## src/rtl/line_pixel_stepper_assert.svh

```systemverilog
// assertion macros for the line pixel stepper
`ifndef LINE_PIXEL_STEPPER_ASSERT_SVH
`define LINE_PIXEL_STEPPER_ASSERT_SVH
`ifndef SYNTHESIS
`define LPS_ASSERT_IMP(lbl, clk, rst, ante, cons) \
  lbl: assert property (@(posedge clk) disable iff (rst) (ante) |-> (cons)) \
    else $error("line_pixel_stepper assertion failed");
`define LPS_ASSERT_NXT(lbl, clk, rst, ante, cons) \
  lbl: assert property (@(posedge clk) disable iff (rst) (ante) |=> (cons)) \
    else $error("line_pixel_stepper assertion failed");
`else
`define LPS_ASSERT_IMP(lbl, clk, rst, ante, cons)
`define LPS_ASSERT_NXT(lbl, clk, rst, ante, cons)
`endif
`endif

```

## src/rtl/lps_pkg.sv

```systemverilog
// shared constants and types of the line pixel stepper
`default_nettype none
package lps_pkg;
  localparam int COORD_BITS_DEF = 12;
  localparam int DEPTH_BITS_DEF = 16;
  localparam int CH_BITS = 8;
  localparam int CHANNELS = 4;
  localparam int COLOUR_BITS = CH_BITS * CHANNELS;
  localparam int LANES = CHANNELS + 1;
  localparam int QUEUE_DEPTH = 2;
  localparam int QPTR_W = $clog2(QUEUE_DEPTH);

  typedef struct packed {
    logic dividing;
    logic busy;
  } lps_status_t;
endpackage
`default_nettype wire

```

## src/rtl/line_pixel_stepper.sv

```systemverilog
// Bresenham line engine: a load transaction (tuser high) sets up a line and drops any line
// in progress; each tick transaction (tuser low) then yields one pixel, the end point not drawn,
// with depth and colour channels interpolated as floor((a*(n-i)+b*i)/n). Ticks stream at one
// pixel per cycle while the output is taken. A load with nonzero length is set up in the
// back end's restoring divider, one quotient bit per cycle for the depth and each of four
// colour channels; transactions behind it wait in a two-entry queue. A tick with no line
// running yields nothing.
`default_nettype none
module line_pixel_stepper #(
  parameter int COORD_BITS = lps_pkg::COORD_BITS_DEF,
  parameter int DEPTH_BITS = lps_pkg::DEPTH_BITS_DEF,
  localparam int IN_W  = ((4*COORD_BITS + 2*DEPTH_BITS + 2*lps_pkg::COLOUR_BITS + 7) / 8) * 8,
  localparam int OUT_W = ((2*COORD_BITS + DEPTH_BITS + lps_pkg::COLOUR_BITS + 7) / 8) * 8
) (
  input  logic             clk,
  input  logic             rst,
  input  logic             s_tvalid,
  output logic             s_tready,
  // x0, y0, x1, y1, z_a, z_b, col_a, col_b
  input  logic [IN_W-1:0]  s_tdata,
  // req_type
  input  logic             s_tuser,
  output logic             m_tvalid,
  input  logic             m_tready,
  // pix_x, pix_y, pix_depth, pix_colour
  output logic [OUT_W-1:0] m_tdata,
  output logic             m_tlast
);
  import lps_pkg::*;

  localparam int CB = COORD_BITS;
  localparam int DB = DEPTH_BITS;
  localparam int CMD_W = 1 + 4*CB + 3 + 2*DB + 2*COLOUR_BITS;

  logic push, push_ready, pop_valid, cmd_pop;
  logic [CMD_W-1:0] push_data, pop_data;
  logic f_load, f_steep, f_cneg, f_rneg;
  logic [CB-1:0] f_x0, f_y0, f_span, f_minor;
  logic [DB-1:0] f_za, f_zb;
  logic [COLOUR_BITS-1:0] f_ca, f_cb;
  logic b_load, b_steep, b_cneg, b_rneg;
  logic [CB-1:0] b_x0, b_y0, b_span, b_minor;
  logic [DB-1:0] b_za, b_zb;
  logic [COLOUR_BITS-1:0] b_ca, b_cb;
  logic [CB-1:0] pix_x, pix_y;
  logic [DB-1:0] pix_depth;
  logic [COLOUR_BITS-1:0] pix_colour;
  lps_status_t status;

  lps_front #(.CB(CB), .DB(DB), .IN_W(IN_W)) u_front (
    .s_tvalid(s_tvalid), .s_tready(s_tready), .s_tdata(s_tdata), .s_tuser(s_tuser),
    .push(push), .push_ready(push_ready), .is_load(f_load), .x0(f_x0), .y0(f_y0),
    .span(f_span), .minor(f_minor), .steep(f_steep), .col_neg(f_cneg), .row_neg(f_rneg),
    .za(f_za), .zb(f_zb), .ca(f_ca), .cb(f_cb)
  );

  assign push_data = {f_load, f_x0, f_y0, f_span, f_minor, f_steep, f_cneg, f_rneg,
                      f_za, f_zb, f_ca, f_cb};

  lps_fifo #(.W(CMD_W)) u_queue (
    .clk(clk), .rst(rst), .push(push), .push_ready(push_ready), .push_data(push_data),
    .pop_valid(pop_valid), .pop(cmd_pop), .pop_data(pop_data)
  );

  assign {b_load, b_x0, b_y0, b_span, b_minor, b_steep, b_cneg, b_rneg,
          b_za, b_zb, b_ca, b_cb} = pop_data;

  lps_back #(.CB(CB), .DB(DB)) u_back (
    .clk(clk), .rst(rst), .cmd_valid(pop_valid), .cmd_pop(cmd_pop), .is_load(b_load),
    .x0(b_x0), .y0(b_y0), .span_in(b_span), .minor_in(b_minor), .steep_in(b_steep),
    .col_neg_in(b_cneg), .row_neg_in(b_rneg), .za(b_za), .zb(b_zb), .ca(b_ca), .cb(b_cb),
    .out_valid(m_tvalid), .out_ready(m_tready), .pix_x(pix_x), .pix_y(pix_y),
    .pix_depth(pix_depth), .pix_colour(pix_colour), .pix_last(m_tlast), .status(status)
  );

  assign m_tdata = OUT_W'({pix_colour, pix_depth, pix_y, pix_x});

`include "line_pixel_stepper_assert.svh"
  // queue is not popped while the divider runs
  `LPS_ASSERT_IMP(a_no_pop_in_div, clk, rst, status.dividing, !cmd_pop)
  // a tick with no line running makes no pixel
  `LPS_ASSERT_NXT(a_idle_tick_silent, clk, rst,
                  cmd_pop && !b_load && !status.busy && !m_tvalid, !m_tvalid)
endmodule
`default_nettype wire

```

## src/rtl/lps_front.sv

```systemverilog
// front end: accepts items and works out the line setup of load items
`default_nettype none
module lps_front #(
  parameter int CB = 12,
  parameter int DB = 16,
  parameter int IN_W = 144
) (
  input  logic                 s_tvalid,
  output logic                 s_tready,
  input  logic [IN_W-1:0]      s_tdata,
  input  logic                 s_tuser,
  output logic                 push,
  input  logic                 push_ready,
  output logic                 is_load,
  output logic [CB-1:0]        x0,
  output logic [CB-1:0]        y0,
  output logic [CB-1:0]        span,
  output logic [CB-1:0]        minor,
  output logic                 steep,
  output logic                 col_neg,
  output logic                 row_neg,
  output logic [DB-1:0]        za,
  output logic [DB-1:0]        zb,
  output logic [lps_pkg::COLOUR_BITS-1:0] ca,
  output logic [lps_pkg::COLOUR_BITS-1:0] cb
);
  import lps_pkg::*;

  logic [CB-1:0] x1, y1, adx, ady;
  logic signed [CB:0] dx, dy;

  assign s_tready = push_ready;
  assign push     = s_tvalid && push_ready;
  assign is_load  = s_tuser;

  assign x0 = s_tdata[CB-1:0];
  assign y0 = s_tdata[2*CB-1:CB];
  assign x1 = s_tdata[3*CB-1:2*CB];
  assign y1 = s_tdata[4*CB-1:3*CB];
  assign za = s_tdata[4*CB+DB-1:4*CB];
  assign zb = s_tdata[4*CB+2*DB-1:4*CB+DB];
  assign ca = s_tdata[4*CB+2*DB+COLOUR_BITS-1:4*CB+2*DB];
  assign cb = s_tdata[4*CB+2*DB+2*COLOUR_BITS-1:4*CB+2*DB+COLOUR_BITS];

  always_comb begin
    dx = $signed({1'b0, x1}) - $signed({1'b0, x0});
    dy = $signed({1'b0, y1}) - $signed({1'b0, y0});
    adx = dx[CB] ? CB'(-dx) : dx[CB-1:0];
    ady = dy[CB] ? CB'(-dy) : dy[CB-1:0];
    col_neg = dx[CB];
    row_neg = dy[CB];
    // ties go to columns as major axis
    steep = ady > adx;
    span  = steep ? ady : adx;
    minor = steep ? adx : ady;
  end
endmodule
`default_nettype wire

```

## src/rtl/lps_fifo.sv

```systemverilog
// small command queue between front and back end
`default_nettype none
module lps_fifo #(
  parameter int W = 8
) (
  input  logic         clk,
  input  logic         rst,
  input  logic         push,
  output logic         push_ready,
  input  logic [W-1:0] push_data,
  output logic         pop_valid,
  input  logic         pop,
  output logic [W-1:0] pop_data
);
  import lps_pkg::*;

  logic [W-1:0] slots [QUEUE_DEPTH];
  logic [QPTR_W-1:0] wptr, rptr;
  logic [QPTR_W:0] count;

  assign push_ready = count != (QPTR_W+1)'(QUEUE_DEPTH);
  assign pop_valid  = count != '0;
  assign pop_data   = slots[rptr];

  always_ff @(posedge clk) begin
    if (push) slots[wptr] <= push_data;
  end

  always_ff @(posedge clk) begin
    if (rst) begin
      wptr  <= '0;
      rptr  <= '0;
      count <= '0;
    end else begin
      if (push) wptr <= wptr + 1'b1;
      if (pop) rptr <= rptr + 1'b1;
      if (push && !pop) count <= count + 1'b1;
      else if (pop && !push) count <= count - 1'b1;
    end
  end
endmodule
`default_nettype wire

```

## src/rtl/lps_back.sv

```systemverilog
// back end: setup divider, bresenham stepper, interpolators and output register
`default_nettype none
module lps_back #(
  parameter int CB = 12,
  parameter int DB = 16
) (
  input  logic                 clk,
  input  logic                 rst,
  input  logic                 cmd_valid,
  output logic                 cmd_pop,
  input  logic                 is_load,
  input  logic [CB-1:0]        x0,
  input  logic [CB-1:0]        y0,
  input  logic [CB-1:0]        span_in,
  input  logic [CB-1:0]        minor_in,
  input  logic                 steep_in,
  input  logic                 col_neg_in,
  input  logic                 row_neg_in,
  input  logic [DB-1:0]        za,
  input  logic [DB-1:0]        zb,
  input  logic [lps_pkg::COLOUR_BITS-1:0] ca,
  input  logic [lps_pkg::COLOUR_BITS-1:0] cb,
  output logic                 out_valid,
  input  logic                 out_ready,
  output logic [CB-1:0]        pix_x,
  output logic [CB-1:0]        pix_y,
  output logic [DB-1:0]        pix_depth,
  output logic [lps_pkg::COLOUR_BITS-1:0] pix_colour,
  output logic                 pix_last,
  output lps_pkg::lps_status_t status
);
  import lps_pkg::*;

  localparam int CNTW = $clog2(DB);
  localparam int LW = $clog2(LANES);

  typedef enum logic [2:0] {
    ST_IDLE = 3'b001,
    ST_DIV  = 3'b010,
    ST_STEP = 3'b100
  } state_t;

  state_t state;
  logic [CB-1:0] col, row, idx, span, minor;
  logic signed [CB+2:0] err;
  logic steep, col_neg, row_neg;
  logic [DB-1:0] a_end [LANES];
  logic [DB-1:0] b_end [LANES];
  logic signed [DB:0] qd [LANES];
  logic [CB-1:0] rd [LANES];
  logic signed [DB+1:0] q [LANES];
  logic [CB-1:0] r [LANES];
  logic [LW-1:0] lane;
  logic [CNTW-1:0] cnt;
  logic [CB-1:0] rem;
  logic [DB-1:0] quo;

  logic signed [DB:0] diff [LANES];
  logic [DB-1:0] mag [LANES];
  logic out_free, step_fire, load_fire, last_step, div_last;
  logic [CB:0] rs;
  logic ge;
  logic [CB-1:0] rem_next;
  logic [DB-1:0] quo_next;
  logic signed [DB:0] qd_next;
  logic [CB-1:0] rd_next;
  logic signed [CB+2:0] err_add, err_next;
  logic minor_step;
  logic [CB:0] r_sum [LANES];
  logic wrap [LANES];

  assign out_free  = !out_valid || out_ready;
  assign cmd_pop   = cmd_valid && (state != ST_DIV) &&
                     (is_load || state == ST_IDLE || out_free);
  assign load_fire = cmd_pop && is_load;
  assign step_fire = cmd_pop && !is_load && state == ST_STEP;
  assign last_step = (idx + 1'b1) == span;
  assign div_last  = cnt == CNTW'(DB-1);
  assign status.dividing = state == ST_DIV;
  assign status.busy     = state == ST_STEP;

  // restoring division of |b-a| by span, one quotient bit per cycle
  always_comb begin
    for (int k = 0; k < LANES; k++) begin
      diff[k] = $signed({1'b0, b_end[k]}) - $signed({1'b0, a_end[k]});
      mag[k]  = diff[k][DB] ? DB'(-diff[k]) : diff[k][DB-1:0];
    end
    rs       = {rem, mag[lane][CNTW'(DB-1) - cnt]};
    ge       = rs >= {1'b0, span};
    rem_next = ge ? CB'(rs - {1'b0, span}) : rs[CB-1:0];
    quo_next = {quo[DB-2:0], ge};
    // floor division for a falling ramp: -quo-1 is the complement of quo
    if (diff[lane][DB] && rem_next != '0) begin
      qd_next = ~$signed({1'b0, quo_next});
      rd_next = span - rem_next;
    end else if (diff[lane][DB]) begin
      qd_next = -$signed({1'b0, quo_next});
      rd_next = rem_next;
    end else begin
      qd_next = $signed({1'b0, quo_next});
      rd_next = rem_next;
    end
  end

  always_comb begin
    err_add    = err + $signed({2'b0, minor, 1'b0});
    minor_step = err_add > $signed({3'b0, span});
    err_next   = minor_step ? err_add - $signed({2'b0, span, 1'b0}) : err_add;
    for (int k = 0; k < LANES; k++) begin
      r_sum[k] = {1'b0, r[k]} + {1'b0, rd[k]};
      wrap[k]  = r_sum[k] >= {1'b0, span};
    end
  end

  always_ff @(posedge clk) begin
    if (rst) begin
      state <= ST_IDLE;
    end else if (load_fire) begin
      state <= (span_in != '0) ? ST_DIV : ST_IDLE;
    end else if (state == ST_DIV && div_last && lane == LW'(LANES-1)) begin
      state <= ST_STEP;
    end else if (step_fire && last_step) begin
      state <= ST_IDLE;
    end
  end

  always_ff @(posedge clk) begin
    if (load_fire) begin
      col     <= x0;
      row     <= y0;
      err     <= '0;
      idx     <= '0;
      span    <= span_in;
      minor   <= minor_in;
      steep   <= steep_in;
      col_neg <= col_neg_in;
      row_neg <= row_neg_in;
      a_end[0] <= za;
      b_end[0] <= zb;
      q[0]     <= $signed({2'b0, za});
      r[0]     <= '0;
      for (int k = 1; k < LANES; k++) begin
        a_end[k] <= DB'(ca[CH_BITS*(k-1) +: CH_BITS]);
        b_end[k] <= DB'(cb[CH_BITS*(k-1) +: CH_BITS]);
        q[k]     <= $signed({2'b0, DB'(ca[CH_BITS*(k-1) +: CH_BITS])});
        r[k]     <= '0;
      end
      lane <= '0;
      cnt  <= '0;
      rem  <= '0;
      quo  <= '0;
    end else if (state == ST_DIV) begin
      if (div_last) begin
        qd[lane] <= qd_next;
        rd[lane] <= rd_next;
        lane <= lane + 1'b1;
        cnt  <= '0;
        rem  <= '0;
        quo  <= '0;
      end else begin
        cnt <= cnt + 1'b1;
        rem <= rem_next;
        quo <= quo_next;
      end
    end else if (step_fire) begin
      err <= err_next;
      idx <= idx + 1'b1;
      if (steep) begin
        row <= row_neg ? row - 1'b1 : row + 1'b1;
        if (minor_step) col <= col_neg ? col - 1'b1 : col + 1'b1;
      end else begin
        col <= col_neg ? col - 1'b1 : col + 1'b1;
        if (minor_step) row <= row_neg ? row - 1'b1 : row + 1'b1;
      end
      for (int k = 0; k < LANES; k++) begin
        r[k] <= wrap[k] ? CB'(r_sum[k] - {1'b0, span}) : r_sum[k][CB-1:0];
        q[k] <= q[k] + $signed({qd[k][DB], qd[k]}) +
                $signed({{(DB+1){1'b0}}, wrap[k]});
      end
    end
  end

  always_ff @(posedge clk) begin
    if (rst) begin
      out_valid <= 1'b0;
    end else if (step_fire) begin
      out_valid <= 1'b1;
    end else if (out_ready) begin
      out_valid <= 1'b0;
    end
  end

  always_ff @(posedge clk) begin
    if (step_fire) begin
      pix_x     <= col;
      pix_y     <= row;
      pix_depth <= q[0][DB-1:0];
      for (int k = 1; k < LANES; k++) begin
        pix_colour[CH_BITS*(k-1) +: CH_BITS] <= q[k][CH_BITS-1:0];
      end
      pix_last  <= last_step;
    end
  end
endmodule
`default_nettype wire

```

## config.mk

```make
export PLATFORM = sky130hd
export DESIGN_NAME = line_pixel_stepper
export DESIGN_NICKNAME = d
export VERILOG_FILES = /design/src/rtl/lps_pkg.sv /design/src/rtl/line_pixel_stepper.sv /design/src/rtl/lps_front.sv /design/src/rtl/lps_fifo.sv /design/src/rtl/lps_back.sv
export VERILOG_INCLUDE_DIRS = /design/src /design/src/rtl
export SDC_FILE = /design/constraint.sdc
export NUM_CORES = 2
export LEC_CHECK = 0
export ABC_AREA = 0
export BUFFER_PORTS_ARGS = -buffer_cell sky130_fd_sc_hd__buf_2
export CAP_MARGIN = 20
export CELL_PAD_IN_SITES_DETAIL_PLACEMENT = 2
export CELL_PAD_IN_SITES_GLOBAL_PLACEMENT = 2
export CORE_MARGIN = 10
export CORE_UTILIZATION = 41
export DETAILED_ROUTE_END_ITERATION = 7
export GPL_ROUTABILITY_DRIVEN = 0
export GPL_TIMING_DRIVEN = 0
export PLACE_DENSITY = 0.89
export SETUP_SLACK_MARGIN = 0.15
export SKIP_CTS_REPAIR_TIMING = 1
export SYNTH_ARGS = -nofsm -noshare
export SYNTH_HDL_FRONTEND = slang
export SYNTH_SLANG_ARGS = --single-unit
```

## constraint.sdc

```tcl
create_clock -name clk -period 11.2 [get_ports clk]
set_input_delay 0 -clock clk [delete_from_list [all_inputs] [get_ports clk]]
set_output_delay 0 -clock clk [all_outputs]
set_load 0.1 [all_outputs]
```

==> out/metrics.csv <==
stage,metric,value,unit
power_and_ir_drop,Tot Pwr,16.6,mW
synthesis,Yosys cell types,76,
global_route,GRT overflow,0,
die,total die area,0.121,mm2
timing,worst-margin pin slew,1.52,ns
final_layout,Finished Cell Area,0.0520,mm2
synthesis,async set-reset flop share out of synthesis,0,%
timing,Final Cycle Share,107,%
clock_network,CTS tree,done,
clock_network,Worst-path clk slew,0.08,ns
routing,via count,38396,
timing,"Hold Vio Cnt, Final",3,
routing,Initial DRC Count,4606,
synthesis,Synth area leaders,"edfxtp_1, ha_1, xnor2_1, mux2_2, dfxtp_1",
setup_path,arrival time at the worst endpoint,12.26,ns
min_path,Worst Hold Path EP,u_queue.slots[0][12],
placement,Placed Area,0.0475,mm2
timing,setup ws final,-0.735,ns
synthesis,syn_nets,4266,
global_route,initial antenna violation count,29,
global_route,number of global-route vias before repair,40281,
routing,"antenna viol nets, final",0,
clock_network,CTS Buf Count,91,
global_route,largest net degree at the start of global routing,66,
flow_run,max cap viols,2,
synthesis,top cell type's share of synthesized area,49.7,%
timing,Fmax achieved,83.8,MHz
synthesis,"Avg Cell Area, Syn",11.8,um2
final_layout,"commonest non-fill, non-tap cell in the layout",edfxtp_1,
placement,hpwl dp,127000,um
clock_network,clk buf depth,3,
setup_path,Critical Setup Path Class,flop to flop,
placement,DP Cell Count,5398,
clock_network,worst skew pair latency,0.75,ns
setup_path,worst r2r src,u_back.b_end[0][0],
placement,"worst slack, placed",1.32,ns
die,I/O pin count,224,
outcome,violated checks,"hold timing, capacitance limit, slew limit, setup timing",
timing,final setup vio count,54,
die,core footprint,0.107,mm2
setup_path,Worst Path Required,11.53,ns
die,die height,348,um
synthesis,sequential-to-total area share from yosys stat,52.9,%
setup_path,Worst R2R End,u_back.rd[2][11],
final_layout,share of post-route cells with drive strength above 1,13.5,%
synthesis,post-synthesis sequential element count,801,
setup_path,Critical Path Max Stage Delay,1.18,ns
synthesis,"Primary FF master, synth",edfxtp_1,
routing,Total Wirelength,227000,um
routing,Pre-Repair DR Iteration Count,6,
setup_path,FF-to-FF setup slack,-0.73,ns
routing,DRC,0,
synthesis,number of synthesized flops with an enable pin,732,
setup_path,CP Capture Type,flop,
setup_path,"Max stage delay cell, worst path",a21oi_1,
min_path,Hold Crit Start,s_tdata[124],
synthesis,Mapped Area,0.0442,mm2
min_path,Tightest Hold Check Type,input pin to flop,
routing,Vias/cell,6.72,
final_layout,area growth from synthesis to layout,17.7,%
final_layout,Post-Layout Cell Count,5711,
setup_path,Worst Setup Start Kind,flop,
clock_network,CTS H-tree lvls,3,
power_and_ir_drop,Power Dens Cells,319,mW/mm2
timing,Slew Limit Fails,6,
timing,post-route minimum period,11.93,ns
clock_network,clk sinks,801,
synthesis,Yosys top cell by area,edfxtp_1,
clock_network,clock root buffer master,clkbuf_16,
setup_path,crit path max fanout,10,
final_layout,Fillers,10346,
die,DIE WIDTH,348,um
global_route,GR Util All Layers,31.7,%
final_layout,Layout Nets,4734,
power_and_ir_drop,leakage,20.4,nW
setup_path,worst reg-to-reg path cell count,31,
final_layout,most frequent cells in the layout,"edfxtp_1, ha_1, nor2_1",
timing,max_slew headroom,-2.30,%
timing,Worst Hold Slack,-0.0111,ns
timing,Final Skew,0.0672,ns
synthesis,"Warnings, synthesis",0,
die,Cell Rows,120,
outcome,outcome,"complete, but fails checks",
die,Initial Util,41.3,%
global_route,global-route wire length before repair,287000,um
synthesis,Synth Instances,3750,
power_and_ir_drop,peak supply drop,155,uV
min_path,worst hold path stage count,2,
routing,drt wl/cell,39.8,um
placement,PortBufs,222,
routing by layer:
metal  GRT usage (%)  part of all wire (%)  vias up
met5               0                 0.060        -
met4            21.4                    10       22
met3            7.23                   9.6     1380
met2            55.1                    47     3234
met1            34.2                    33    19043
li1                -                     -    14717
stage by stage:
step,TNS (ns),utilization [%]
global placement,-108.48,44.0
global route,-5.68,48.6
finish,-17.93,48.6
floorplan,0,-
CTS,0,47.3
detailed placement,0,44.4
registers in the layout, indices dropped and copies added, names as in the netlist, 2 cells and up, named ones only:
name / flops
u_back.a_end: 48
u_back.b_end: 48
u_back.cnt: 4
u_back.col: 12
u_back.err: 14
u_back.idx: 12
u_back.lane: 3
u_back.minor: 12
u_back.pix_colour: 32
u_back.pix_depth: 16
u_back.pix_x: 12
u_back.pix_y: 12
u_back.q: 48
u_back.qd: 48
u_back.quo: 15
u_back.r: 60
u_back.rd: 60
u_back.rem: 12
u_back.row: 12
u_back.span: 12
u_back.state: 3
u_queue.count: 2
u_queue.slots: 296
worst max path at each step:
stage	end	from	cells past startpoint	slack (ns)
3_5_place_dp	u_back.rd[2][11]	u_back.a_end[0][48]	33	1.32
4_1_cts	u_back.rd[1][10]	u_back.a_end[0][65]	34	0.28
2_1_floorplan	u_queue.slots[0][0]	u_queue.count[0]	3	2.92
3_3_place_gp	u_queue.slots[0][61]	u_queue.count[0]	3	-0.78
5_1_grt	u_back.rd[1][8]	u_back.b_end[0][0]	31	-0.50
6_report	u_back.rd[2][11]	u_back.b_end[0][0]	31	-0.73
kinds of logic after synthesis:
kind of cell    synth area share [%]
compound gates                  11.7
simple gates                    8.56
flops                           52.9
fa+ha+maj                       11.1
buf+inv                         3.17
xor+xnor                        6.24
mux                             6.38
synth_stat cells (all sizes together), types with 9 or more instances:
master	number
o21ai	206
inv	273
nor3	46
or2	13
nor4	9
o211ai	19
xnor2	212
o22ai	10
nand2b	36
mux2	147
a22oi	24
nand4	31
edfxtp	732
a21boi	30
xor2	103
buf	15
a31oi	11
fa	37
and3	25
o21a	26
nand2	185
o21bai	63
or3	30
ha	330
a21oi	254
a21o	52
nand3	55
o31ai	16
a211oi	38
mux2i	116
and2	15
o31a	10
clkbuf	82
nor2b	38
nor2	292
dfxtp	69
o41ai	11
cell type report:
class | count | area [um2] | area share (%)
Inverter | 274 | 1030 | 1.99
Multi-Input combinational cell | 2578 | 19500 | 37.4
Clock buffer | 118 | 2400 | 4.61
Timing Repair Buffer | 375 | 2840 | 5.45
Antenna cell | 13 | 32.5 | 0.0625
Sequential cell | 801 | 23400 | 44.9
Tap cell | 1403 | 1760 | 3.37
Buffer | 97 | 380 | 0.731
Clock inverter | 52 | 743 | 1.43
power breakdown:
group	total, mW	leakage [nW]	internal, mW	switching [mW]
Clock	3.47	1.51	1.88	1.59
Sequential	4.61	7.35	4.21	0.405
Combinational	8.51	11.5	2.62	5.89
Total	16.6	20.4	8.71	7.89
critical path: cells and delay by family (launching register included):
family,cells,cell delay [ns]
compound gates,13,5.52
mux,1,0.28
flops,1,0.43
xor+xnor,3,2.03
simple gates,6,1.10
fa+ha+maj,5,1.78
buf+inv,3,0.33
No activity file was read; power rests on OpenSTA's default activity.
